## src/design/skgf_pkg.sv

```systemverilog
// shared widths, fixed-point constants and register map of the scalar kalman gap filler
// no dependencies; imported by the interfaces and the top level
`timescale 1ns / 1ps

package skgf_pkg;

  localparam int SAMPLE_W = 32;            // signed Q15.16 samples and estimates
  localparam int P_W      = 32;            // uncertainty, unsigned Q16.16
  localparam int CFG_W    = 24;            // noise and start uncertainty, unsigned Q8.16
  localparam int RC_W     = 11;            // repeat count on the result
  localparam int K_W      = 17;            // gain, unsigned Q1.16 up to 1.0
  localparam int APB_AW   = 4;
  localparam int APB_DW   = 32;

  localparam logic [K_W-1:0] ONE_Q16 = 17'h1_0000;

  localparam int MAX_REPEAT_DEF = 1024;

  localparam logic [CFG_W-1:0] PROC_NOISE_RST = 24'd6554;
  localparam logic [CFG_W-1:0] MEAS_NOISE_RST = 24'd32768;
  localparam logic [CFG_W-1:0] INIT_UNC_RST   = 24'd65536;

  typedef enum logic [1:0] {
    REG_PROC_NOISE = 2'd0,
    REG_MEAS_NOISE = 2'd1,
    REG_INIT_UNC   = 2'd2
  } cfg_reg_e;

endpackage

```

## src/design/skgf_if.sv

```systemverilog
// valid/ready channel interfaces for input samples and filtered results
// depends on skgf_pkg for field widths
`timescale 1ns / 1ps

interface skgf_in_if import skgf_pkg::*; ();
  logic                       valid;
  logic                       ready;
  logic signed [SAMPLE_W-1:0] sample;
  logic                       missing;
  logic                       last_sample;

  modport source (output valid, output sample, output missing, output last_sample,
                  input ready);
  modport sink   (input valid, input sample, input missing, input last_sample,
                  output ready);
endinterface

interface skgf_out_if import skgf_pkg::*; ();
  logic                       valid;
  logic                       ready;
  logic signed [SAMPLE_W-1:0] estimate;
  logic [RC_W-1:0]            repeat_count;
  logic                       imputed;
  logic                       column_end;

  modport source (output valid, output estimate, output repeat_count, output imputed,
                  output column_end, input ready);
  modport sink   (input valid, input estimate, input repeat_count, input imputed,
                  input column_end, output ready);
endinterface

```

## src/design/scalar_kalman_gap_filler_top.sv

```systemverilog
// scalar kalman gap filler: one column of Q15.16 samples filtered, gaps imputed
// depends on skgf_pkg and the channel interfaces in skgf_if.sv
`timescale 1ns / 1ps

// A measured sample passes through the accept state, 17 steps of the radix-2 divider that
// forms the gain p/(p+r), then the shared 18x33 multiplier (estimate correction, then
// uncertainty shrink) and a finishing state. A missing sample goes from the accept state
// straight to the finishing state. The input is not ready while an item is in work; a
// result sits in an output register, so the next item is taken while it waits. Leading
// gaps of a column give no beat; the first measured sample carries their count. The
// beat for the item marked last_sample has column_end set and the state restarts.
module scalar_kalman_gap_filler_top import skgf_pkg::*; #(
  parameter int MAX_REPEAT = MAX_REPEAT_DEF
) (
  input  logic              clk_i,
  input  logic              rst_ni,
  skgf_in_if.sink           in_i,
  skgf_out_if.source        out_o,
  input  logic              psel,
  input  logic              penable,
  input  logic              pwrite,
  input  logic [APB_AW-1:0] paddr,
  input  logic [APB_DW-1:0] pwdata,
  output logic [APB_DW-1:0] prdata,
  output logic              pready
);

  localparam int GW = $clog2(MAX_REPEAT);
  localparam int CW = (GW + 1 > RC_W) ? GW + 1 : RC_W;
  localparam logic [GW-1:0] GAP_MAX = GW'(MAX_REPEAT - 1);

  typedef enum logic [2:0] {
    ST_IDLE,
    ST_DIV,
    ST_MULX,
    ST_MULP,
    ST_FIN
  } state_e;

  state_e                     state_q;
  logic [CFG_W-1:0]           proc_q, meas_q, init_q;
  logic signed [SAMPLE_W-1:0] x_q, smp_q;
  logic [P_W-1:0]             p_q, pp_q;
  logic                       seen_q, miss_q, last_q;
  logic [GW-1:0]              gap_q;
  logic [RC_W-1:0]            cnt_q;
  logic [P_W:0]               den_q;
  logic [P_W+1:0]             rem_q;
  logic [K_W-1:0]             k_q;
  logic [4:0]                 step_q;
  logic signed [50:0]         prod_q;

  logic                       out_valid_q, imp_q, col_end_q;
  logic signed [SAMPLE_W-1:0] est_q;
  logic [RC_W-1:0]            rc_q;

  // register port
  cfg_reg_e cfg_idx;
  logic     cfg_wr;
  assign cfg_idx = cfg_reg_e'(paddr[3:2]);
  assign cfg_wr  = psel & penable & pwrite;
  assign pready  = 1'b1;

  always_comb begin
    unique case (cfg_idx)
      REG_PROC_NOISE: prdata = APB_DW'(proc_q);
      REG_MEAS_NOISE: prdata = APB_DW'(meas_q);
      REG_INIT_UNC:   prdata = APB_DW'(init_q);
      default:        prdata = '0;
    endcase
  end

  // predicted uncertainty, saturating
  logic [P_W:0]   pp_sum;
  logic [P_W-1:0] pp_d;
  assign pp_sum = {1'b0, p_q} + (P_W + 1)'(proc_q);
  assign pp_d   = pp_sum[P_W] ? '1 : pp_sum[P_W-1:0];

  logic [CW-1:0] cnt_first;
  assign cnt_first = CW'(gap_q) + CW'(1);

  // divider step: one quotient bit a cycle
  logic [P_W+1:0] div_sh, div_sub;
  logic           div_ge;
  assign div_sh  = (step_q == '0) ? rem_q : {rem_q[P_W:0], 1'b0};
  assign div_ge  = div_sh >= {1'b0, den_q};
  assign div_sub = div_sh - {1'b0, den_q};

  // shared multiplier
  logic [SAMPLE_W:0]  diff;
  logic signed [17:0] mul_a;
  logic signed [32:0] mul_b;
  logic signed [50:0] mul_p;
  logic [K_W-1:0]     one_minus_k;
  assign diff        = {smp_q[SAMPLE_W-1], smp_q} - {x_q[SAMPLE_W-1], x_q};
  assign one_minus_k = ONE_Q16 - k_q;

  always_comb begin
    if (state_q == ST_MULX) begin
      mul_a = $signed({1'b0, k_q});
      mul_b = $signed(diff);
    end else begin
      mul_a = $signed({1'b0, one_minus_k});
      mul_b = $signed({1'b0, pp_q});
    end
  end
  assign mul_p = mul_a * mul_b;

  logic in_acc, emit, fin_go;
  assign in_i.ready = (state_q == ST_IDLE);
  assign in_acc     = in_i.valid & in_i.ready;
  assign emit       = !miss_q || seen_q;
  assign fin_go     = !emit || !out_valid_q || out_o.ready;

  always_ff @(posedge clk_i or negedge rst_ni) begin
    if (!rst_ni) begin
      state_q     <= ST_IDLE;
      proc_q      <= PROC_NOISE_RST;
      meas_q      <= MEAS_NOISE_RST;
      init_q      <= INIT_UNC_RST;
      x_q         <= '0;
      p_q         <= P_W'(INIT_UNC_RST);
      seen_q      <= 1'b0;
      gap_q       <= '0;
      smp_q       <= '0;
      pp_q        <= '0;
      miss_q      <= 1'b0;
      last_q      <= 1'b0;
      cnt_q       <= '0;
      den_q       <= '0;
      rem_q       <= '0;
      k_q         <= '0;
      step_q      <= '0;
      prod_q      <= '0;
      out_valid_q <= 1'b0;
      est_q       <= '0;
      rc_q        <= '0;
      imp_q       <= 1'b0;
      col_end_q   <= 1'b0;
    end else begin
      if (out_valid_q && out_o.ready) begin
        out_valid_q <= 1'b0;
      end

      if (cfg_wr) begin
        unique case (cfg_idx)
          REG_PROC_NOISE: proc_q <= pwdata[CFG_W-1:0];
          REG_MEAS_NOISE: meas_q <= pwdata[CFG_W-1:0];
          REG_INIT_UNC: begin
            init_q <= pwdata[CFG_W-1:0];
            // column untouched so far: takes effect at once
            if (!seen_q && gap_q == '0) begin
              p_q <= P_W'(pwdata[CFG_W-1:0]);
            end
          end
          default: ;
        endcase
      end

      unique case (state_q)
        ST_IDLE: begin
          if (in_acc) begin
            smp_q  <= in_i.sample;
            miss_q <= in_i.missing;
            last_q <= in_i.last_sample;
            pp_q   <= pp_d;
            den_q  <= {1'b0, pp_d} + (P_W + 1)'(meas_q);
            rem_q  <= (P_W + 2)'(pp_d);
            k_q    <= '0;
            step_q <= '0;
            cnt_q  <= RC_W'(1);
            if (in_i.missing) begin
              state_q <= ST_FIN;
            end else begin
              if (!seen_q) begin
                x_q    <= in_i.sample;
                seen_q <= 1'b1;
                cnt_q  <= cnt_first[RC_W-1:0];
              end
              state_q <= ST_DIV;
            end
          end
        end
        ST_DIV: begin
          rem_q  <= div_ge ? div_sub : div_sh;
          k_q    <= {k_q[K_W-2:0], div_ge};
          step_q <= step_q + 5'd1;
          if (step_q == 5'(K_W - 1)) begin
            // zero divisor: no correction
            if (den_q == '0) begin
              k_q <= '0;
            end
            state_q <= ST_MULX;
          end
        end
        ST_MULX: begin
          prod_q  <= mul_p;
          state_q <= ST_MULP;
        end
        ST_MULP: begin
          // floor of k*diff/2^16 added, exact modulo 2^32
          x_q     <= x_q + $signed(prod_q[47:16]);
          prod_q  <= mul_p;
          state_q <= ST_FIN;
        end
        ST_FIN: begin
          if (fin_go) begin
            if (emit) begin
              out_valid_q <= 1'b1;
              est_q       <= x_q;
              rc_q        <= cnt_q;
              imp_q       <= miss_q;
              col_end_q   <= last_q;
            end
            if (miss_q) begin
              p_q <= pp_q;
              if (!seen_q && gap_q < GAP_MAX) begin
                gap_q <= gap_q + GW'(1);
              end
            end else begin
              p_q <= prod_q[47:16];
            end
            if (last_q) begin
              x_q    <= '0;
              p_q    <= P_W'(init_q);
              seen_q <= 1'b0;
              gap_q  <= '0;
            end
            state_q <= ST_IDLE;
          end
        end
        default: state_q <= ST_IDLE;
      endcase
    end
  end

  assign out_o.valid        = out_valid_q;
  assign out_o.estimate     = est_q;
  assign out_o.repeat_count = rc_q;
  assign out_o.imputed      = imp_q;
  assign out_o.column_end   = col_end_q;

  // gain never exceeds one once the divider is done
  a_gain_bound: assert property (@(posedge clk_i) disable iff (!rst_ni)
    state_q == ST_MULX |-> k_q <= ONE_Q16)
    else $error("gain above one");

  // a measurement never raises the uncertainty above its prediction
  a_unc_shrinks: assert property (@(posedge clk_i) disable iff (!rst_ni)
    (state_q == ST_FIN && !miss_q) |-> prod_q[47:16] <= pp_q)
    else $error("uncertainty grew on a measured sample");

  // the column restarts after its last item
  a_col_restart: assert property (@(posedge clk_i) disable iff (!rst_ni)
    (state_q == ST_FIN && fin_go && last_q) |=>
      (!seen_q && gap_q == '0 && x_q == '0 && state_q == ST_IDLE))
    else $error("column state not cleared after last sample");

  // a waiting result is never overwritten
  a_no_overwrite: assert property (@(posedge clk_i) disable iff (!rst_ni)
    (state_q == ST_FIN && emit && out_valid_q && !out_o.ready) |=> state_q == ST_FIN)
    else $error("result register overwritten");

endmodule
```

## src/flat_wrapper.sv

```systemverilog
// flat-port wrapper written by rule: the top's interface ports become plain ports
module scalar_kalman_gap_filler_top_flat import skgf_pkg::*;
#(
  parameter int MAX_REPEAT = MAX_REPEAT_DEF
)
  (clk_i, rst_ni, psel, penable, pwrite, paddr, pwdata, prdata, pready, in_i_valid, in_i_sample, in_i_missing, in_i_last_sample, in_i_ready, out_o_valid, out_o_estimate, out_o_repeat_count, out_o_imputed, out_o_column_end, out_o_ready);
  skgf_in_if in_i_i ();
  skgf_out_if out_o_i ();
  input  logic clk_i;
  input  logic rst_ni;
  input  logic psel;
  input  logic penable;
  input  logic pwrite;
  input  logic [APB_AW-1:0] paddr;
  input  logic [APB_DW-1:0] pwdata;
  output logic [APB_DW-1:0] prdata;
  output logic pready;
  input wire logic [$bits(in_i_i.valid)-1:0] in_i_valid;
  input wire logic [$bits(in_i_i.sample)-1:0] in_i_sample;
  input wire logic [$bits(in_i_i.missing)-1:0] in_i_missing;
  input wire logic [$bits(in_i_i.last_sample)-1:0] in_i_last_sample;
  output wire logic [$bits(in_i_i.ready)-1:0] in_i_ready;
  output wire logic [$bits(out_o_i.valid)-1:0] out_o_valid;
  output wire logic [$bits(out_o_i.estimate)-1:0] out_o_estimate;
  output wire logic [$bits(out_o_i.repeat_count)-1:0] out_o_repeat_count;
  output wire logic [$bits(out_o_i.imputed)-1:0] out_o_imputed;
  output wire logic [$bits(out_o_i.column_end)-1:0] out_o_column_end;
  input wire logic [$bits(out_o_i.ready)-1:0] out_o_ready;
  assign in_i_i.valid = in_i_valid;
  assign in_i_i.sample = in_i_sample;
  assign in_i_i.missing = in_i_missing;
  assign in_i_i.last_sample = in_i_last_sample;
  assign in_i_ready = in_i_i.ready;
  assign out_o_valid = out_o_i.valid;
  assign out_o_estimate = out_o_i.estimate;
  assign out_o_repeat_count = out_o_i.repeat_count;
  assign out_o_imputed = out_o_i.imputed;
  assign out_o_column_end = out_o_i.column_end;
  assign out_o_i.ready = out_o_ready;
  scalar_kalman_gap_filler_top #(.MAX_REPEAT(MAX_REPEAT)) u_core (.clk_i(clk_i), .rst_ni(rst_ni), .in_i(in_i_i), .out_o(out_o_i), .psel(psel), .penable(penable), .pwrite(pwrite), .paddr(paddr), .pwdata(pwdata), .prdata(prdata), .pready(pready));
endmodule
```

## config.mk

```make
export PLATFORM = sky130hd
export DESIGN_NAME = scalar_kalman_gap_filler_top_flat
export DESIGN_NICKNAME = d
export VERILOG_FILES = /design/src/design/skgf_pkg.sv /design/src/design/skgf_if.sv /design/src/design/scalar_kalman_gap_filler_top.sv /design/src/flat_wrapper.sv
export SDC_FILE = /design/constraint.sdc
export NUM_CORES = 2
export LEC_CHECK = 0
export BUFFER_PORTS_ARGS = -buffer_cell sky130_fd_sc_hd__buf_2
export CAP_MARGIN = 20
export CORE_MARGIN = 2
export CORE_UTILIZATION = 37
export DETAILED_ROUTE_END_ITERATION = 16
export GPL_ROUTABILITY_DRIVEN = 0
export PLACE_DENSITY = 0.64
export SYNTH_ARGS = -nofsm -noshare
export SYNTH_HDL_FRONTEND = slang
export SYNTH_SLANG_ARGS = --single-unit
```

## constraint.sdc

```tcl
create_clock -name clk_i -period 8.99 [get_ports clk_i]
set_input_delay 0.899 -clock clk_i [delete_from_list [all_inputs] [get_ports clk_i]]
set_output_delay 0.899 -clock clk_i [all_outputs]
set_load 0.1 [all_outputs]
```

### Word level (Yosys, flattened, before mapping)

Index checks and enable logic that the tools add are counted.
Widths: inputs -> output; s select.

* register bits after elaboration: 410
* memory bits (read-only): 0
* bits in writable memories: 0
* bits of input ports: 77
* latch bits: 0
* memories kept: 0

* bitwise logic cells: 3
* shifts and indexed selects: 0
* multipliers: 1
* $lt $le $gt $ge: 2
* multiplexer cells: 46
* add/subtract/negate cells: 9
* equal/unequal tests: 13
* reductions and logical operators: 31
* divide/modulo/power cells: 0

Operator list (number)
* $mux 32: 13
* $mux 34: 3
* $pmux 32 s3: 1
* $pmux 24 s3: 1
* $mux 17: 4
* $pmux 34 s2: 1
* $add 32x24->33: 2
* $mul 18x33->48: 1
* $ge 34x33->1: 1
* $pmux 17 s2: 1
* $sub 34x33->34: 1
* $logic_not 33->1: 1
* $mux 33: 1
* $sub 32x32->33: 1
* $add 32x32->32: 1
* $mux 10: 3
* $mux 11: 2
* $sub 17x17->17 const A: 1
* $pmux 3 s5: 1
* $mux 3: 4
* $add 10x1->11 const B: 1
* $add 10x1->10 const B: 1
* $logic_not 10->1: 1
* $lt 10x10->1 const B: 1
* 28 further kinds: 57

### Depth between registers and ports, before layout

* depth in word-level cells: 7
* gate-level depth with buffers: 41
* mapped depth without buffers: 40

### Worst setup path before layout

Ideal clock, no wire load.

* kind: register to register
* start: reg u_core.x_q[2]
* end: reg u_core.prod_q[47]
* clock period less this slack: 8681 ps
* arrival: 8605 ps
* required time: 8914 ps
* cell stages (with the launch flop): 36
* path buffers: 1
* setup slack: 309 ps
* setup time: 76 ps
* cells stage by stage: dfrtp_1 -> inv_1 -> ha_1 -> nor2b_1 -> o31a_1 -> o41a_1 -> o21ai_1 -> a21oi_1 -> nand2b_1 -> a21oi_1 -> xnor2_1 -> mux2i_1 -> clkbuf_1 -> nor2_1 -> fa_1 -> inv_1 -> fa_1 -> inv_1 -> fa_1 -> fa_1 -> fa_1 -> inv_1 -> fa_1 -> inv_1 -> ha_1 -> a21o_1 -> a21o_1 -> a21oi_1 -> o21ai_0 -> o41ai_4 -> o21ai_2 -> a221oi_2 -> o221ai_2 -> xor2_1 -> xnor3_1 -> o21ai_1

* longest elaborated chain between the ends: 3

RTL lines
* start, declared: RTL line scalar_kalman_gap_filler_top.sv:42 `logic signed [SAMPLE_W-1:0] x_q, smp_q;`
* start signal, assigned: RTL line scalar_kalman_gap_filler_top.sv:176 `x_q <= in_i.sample;`
* start signal, assigned: RTL line scalar_kalman_gap_filler_top.sv:202 `x_q <= x_q + $signed(prod_q[47:16]);`
* $sub 32x32->33: RTL line scalar_kalman_gap_filler_top.sv:95 `assign diff = {smp_q[SAMPLE_W-1], smp_q} - {x_q[SAMPLE_W-1], x_q};`
* $mux 33: RTL line scalar_kalman_gap_filler_top.sv:99 `if (state_q == ST_MULX) begin`
* $mul 18x33->48: RTL line scalar_kalman_gap_filler_top.sv:107 `assign mul_p = mul_a * mul_b;`
* end signal, assigned: RTL line scalar_kalman_gap_filler_top.sv:197 `prod_q <= mul_p;`
* end signal, assigned: RTL line scalar_kalman_gap_filler_top.sv:203 `prod_q <= mul_p;`
* end, declared: RTL line scalar_kalman_gap_filler_top.sv:51 `logic signed [50:0] prod_q;`

No other way between the ends.
A chain may end at the register's enable or synchronous reset.

### Worst setup path after layout

* start: reg u_core.smp_q[0]
* end: reg u_core.prod_q[47]

* longest elaborated chain between the ends: 3

RTL lines
* start, declared: RTL line scalar_kalman_gap_filler_top.sv:42
* start signal, assigned: RTL line scalar_kalman_gap_filler_top.sv:163 `smp_q <= in_i.sample;`
* $sub 32x32->33: RTL line scalar_kalman_gap_filler_top.sv:95
* $mux 33: RTL line scalar_kalman_gap_filler_top.sv:99
* $mul 18x33->48: RTL line scalar_kalman_gap_filler_top.sv:107

No other way between the ends.

==> impl_metrics.tcl <==
set metrics [dict create \
    outcome "finished clean" \
    grt-ovfl-total 0 \
    wire_per_inst_um 20.4 \
    ys_types 92 \
    cts_made_buffers 43 \
    antenna_left 0 \
    yosys.area_share.simple 0.150 \
    synth_seq_area_share 0.228 \
    hp-class "input pin to async pin" \
    fin_util 0.421 \
    io_pins 157 \
    cpLargestDelayFamily "adder cells" \
    grt_max_degree 99 \
    dpl_cell_area_mm2 0.0467 \
    synth_compound_area_frac 0.129 \
    cts_buffer_depth 3 \
    synthAdderAreaFrac 0.315 \
    drt_first_iter_violations 3150 \
    antenna_found_initial 21 \
    core-area_mm2 0.116 \
    dp_cells 6548 \
    yosysMostFrequentCell "inv_1" \
    clock_latency_ns 0.62 \
    critPathBufInv 5 \
    grt_pass1_vias 35100 \
    design_area_mm2 0.0489 \
    layout_setup_ws_ns 0.127 \
    setup_viol 0 \
    max_freq_mhz 113 \
    synthFlopType "dfrtp_1" \
    critPathSlowestCell "fa_1" \
    initial_core_util 0.373 \
    path_clk_slew_ns 0.07 \
    cpMostUsedCell "fa_1" \
    synth_area_leaders "fa_1 24%, dfrtp_1 22%, ha_1 7.5%" \
    path_class "flip-flop to flip-flop" \
    synth_common_cells "717 x inv_1, 695 x nand2_1, 519 x fa_1" \
    hold_viol_final 0 \
    fin_nets 5941 \
    vias 36000 \
    rows 125 \
    io_buffer_count 137 \
    cts_tree "done" \
    worstPathMaxFanout 4 \
    fin_cells 6652 \
    synth_top_area_frac 0.240 \
    end_kind "flip-flop" \
    muxShareOfSynthArea 0.0563 \
    async_flop_share 1.00 \
    synth_edf_count 0 \
    max-slew-margin-rel 0.183 \
    synth_xor_area_frac 0.0399 \
    cts_root_buffer "clkbuf_16" \
    yosys.area.top_type "fa_1" \
    synth_top_family_by_area "adder cells" \
    rsz0062_at_grt "true" \
    synthesis.area_mm2 0.0433 \
    skew_ns 0.0381 \
    slew_viol_final 0 \
    cpPeakStageDelay_ns 0.59 \
    reg2reg_slack_ns 0.13 \
    grt_pass1_wl_um 210000 \
    die_h_um 346 \
    hpwl_um 109000 \
    synthCells 4911 \
    cts_max_level 2 \
    crit_required_ns 9.54 \
    clock_sinks 394 \
    syn_avg_cell_area_um2 8.82 \
    remaining_drc_errors 0 \
    drive_gt1_frac 0.133 \
    fin_crit_sh 0.986 \
    cts_hold_buf 0 \
    area_growth_pct 12.8 \
    synth-seq-cells 394 \
    first_pass_iters 7 \
    post-route-min-period_ns 8.86 \
    yosys_warnings 0 \
    die_w_um 346 \
    tightest_slew_ns 1.21 \
    cp.arrival_ns 9.41 \
    drv_cap 0 \
    grt_usage 0.225 \
    cp-start-kind "flip-flop" \
    place_ws_ns -0.313 \
    die_area_mm2 0.120 \
    post_drt_via_cell_ratio 5.41 \
    routed_wl_um 136000 \
]
-- routing by layer --
layer	track usage	share of wire	up-vias
li1	-	-	16300
met1	0.331	0.46	18200
met2	0.342	0.44	1299
met3	0.0385	0.078	210
met4	0.0581	0.026	18
met5	0	0.00095	-
-- state kept, by name (all words and copies together) (netlist names), 3 cells and up --
signal                     count
u_core.rem_q                  34
u_core.den_q                  33
u_core.out_o.estimate         32
u_core.p_q                    32
u_core.pp_q                   32
u_core.prod_q                 32
u_core.smp_q                  32
u_core.x_q                    32
u_core.init_q                 24
u_core.meas_q                 24
u_core.proc_q                 24
u_core.k_q                    17
u_core.cnt_q                  11
u_core.out_o.repeat_count     11
u_core.gap_q                  10
u_core.step_q                  5
u_core.state_q                 3
-- worst reg2reg max path, delay by kind of cell, from the launching register on --
family / cells / cell delay [ns]
AOI/OAI and AO/OA: 13 / 3.14
xor gates and xnor gates: 2 / 0.46
adders and majority gates: 9 / 3.73
buffers and inverters: 5 / 0.26
DFF: 1 / 0.38
muxes: 1 / 0.24
and+or+nand+nor: 5 / 0.65
-- cells by family (layout without fill, tap and decap cells) --
logic type | after synthesis | after routing
AOI/OAI and AO/OA | 856 | 856
adders and majority gates | 778 | 778
xor gates and xnor gates | 196 | 196
muxes | 229 | 229
other | 2 | 16
buffers and inverters | 942 | 1145
and+or+nand+nor | 1514 | 1514
DFF | 394 | 394
-- layout make-up --
cell class	count	area [um2]
flip-flops and latches	394	9880
diodes	7	17.5
fillers	11500	67300
well taps	1524	1910
repair buffers	348	2370
multi-input cells	3582	30400
clock buffers	58	1190
clock inverters	22	389
inverters	717	2690
-- per-stage QoR --
stage	hold slack (ns)	setup TNS, ns
2_1_floorplan	0.446	0
3_3_place_gp	0.459	-0.419
3_5_place_dp	0.466	-1.36
4_1_cts	0.335	0
5_1_grt	0.354	-1.49
6_report	0.267	0
-- repair_timing --
item | CTS | global route
buffers inserted | 5 | 10
gates cloned | 0 | 1
pin swaps | 11 | 41
resized for setup | 20 | 76
setup endpoints to repair | 10 | 14
-- placed cells by master (no fill, tap or decap), drive strengths merged, types with 32 or more instances in the layout --
cell type,instances
mux2i,111
o31ai,32
o21ai,236
a211oi,43
buf,347
a21o,111
xor2,82
ha,259
dfrtp,384
nand2,695
xnor2,113
fa,519
inv,723
clkbuf,59
nor3,49
nor2b,34
mux2,118
nand3,46
o21a,39
nand2b,46
a21oi,201
nor2,474
-- final timing paths --
| kind | cells past startpoint | endpoint | from |
|---|---|---|---|
| min in group clk_i | 2 | u_core.out_o.estimate[13] | u_core.out_o.estimate[13] |
| setup / recovery | 35 | u_core.prod_q[47] | u_core.smp_q[0] |
| max in group asynchronous | 3 | u_core.meas_q[14] | rst_ni |
| hold reg to reg | 2 | u_core.out_o.estimate[13] | u_core.out_o.estimate[13] |
| setup reg to reg | 35 | u_core.prod_q[47] | u_core.smp_q[0] |
| hold / removal | 1 | u_core.init_q[4] | rst_ni |
Power is left out: the tool's default activity adds up to more than one toggle a clock period on the data nets, which glitch-free logic cannot reach.
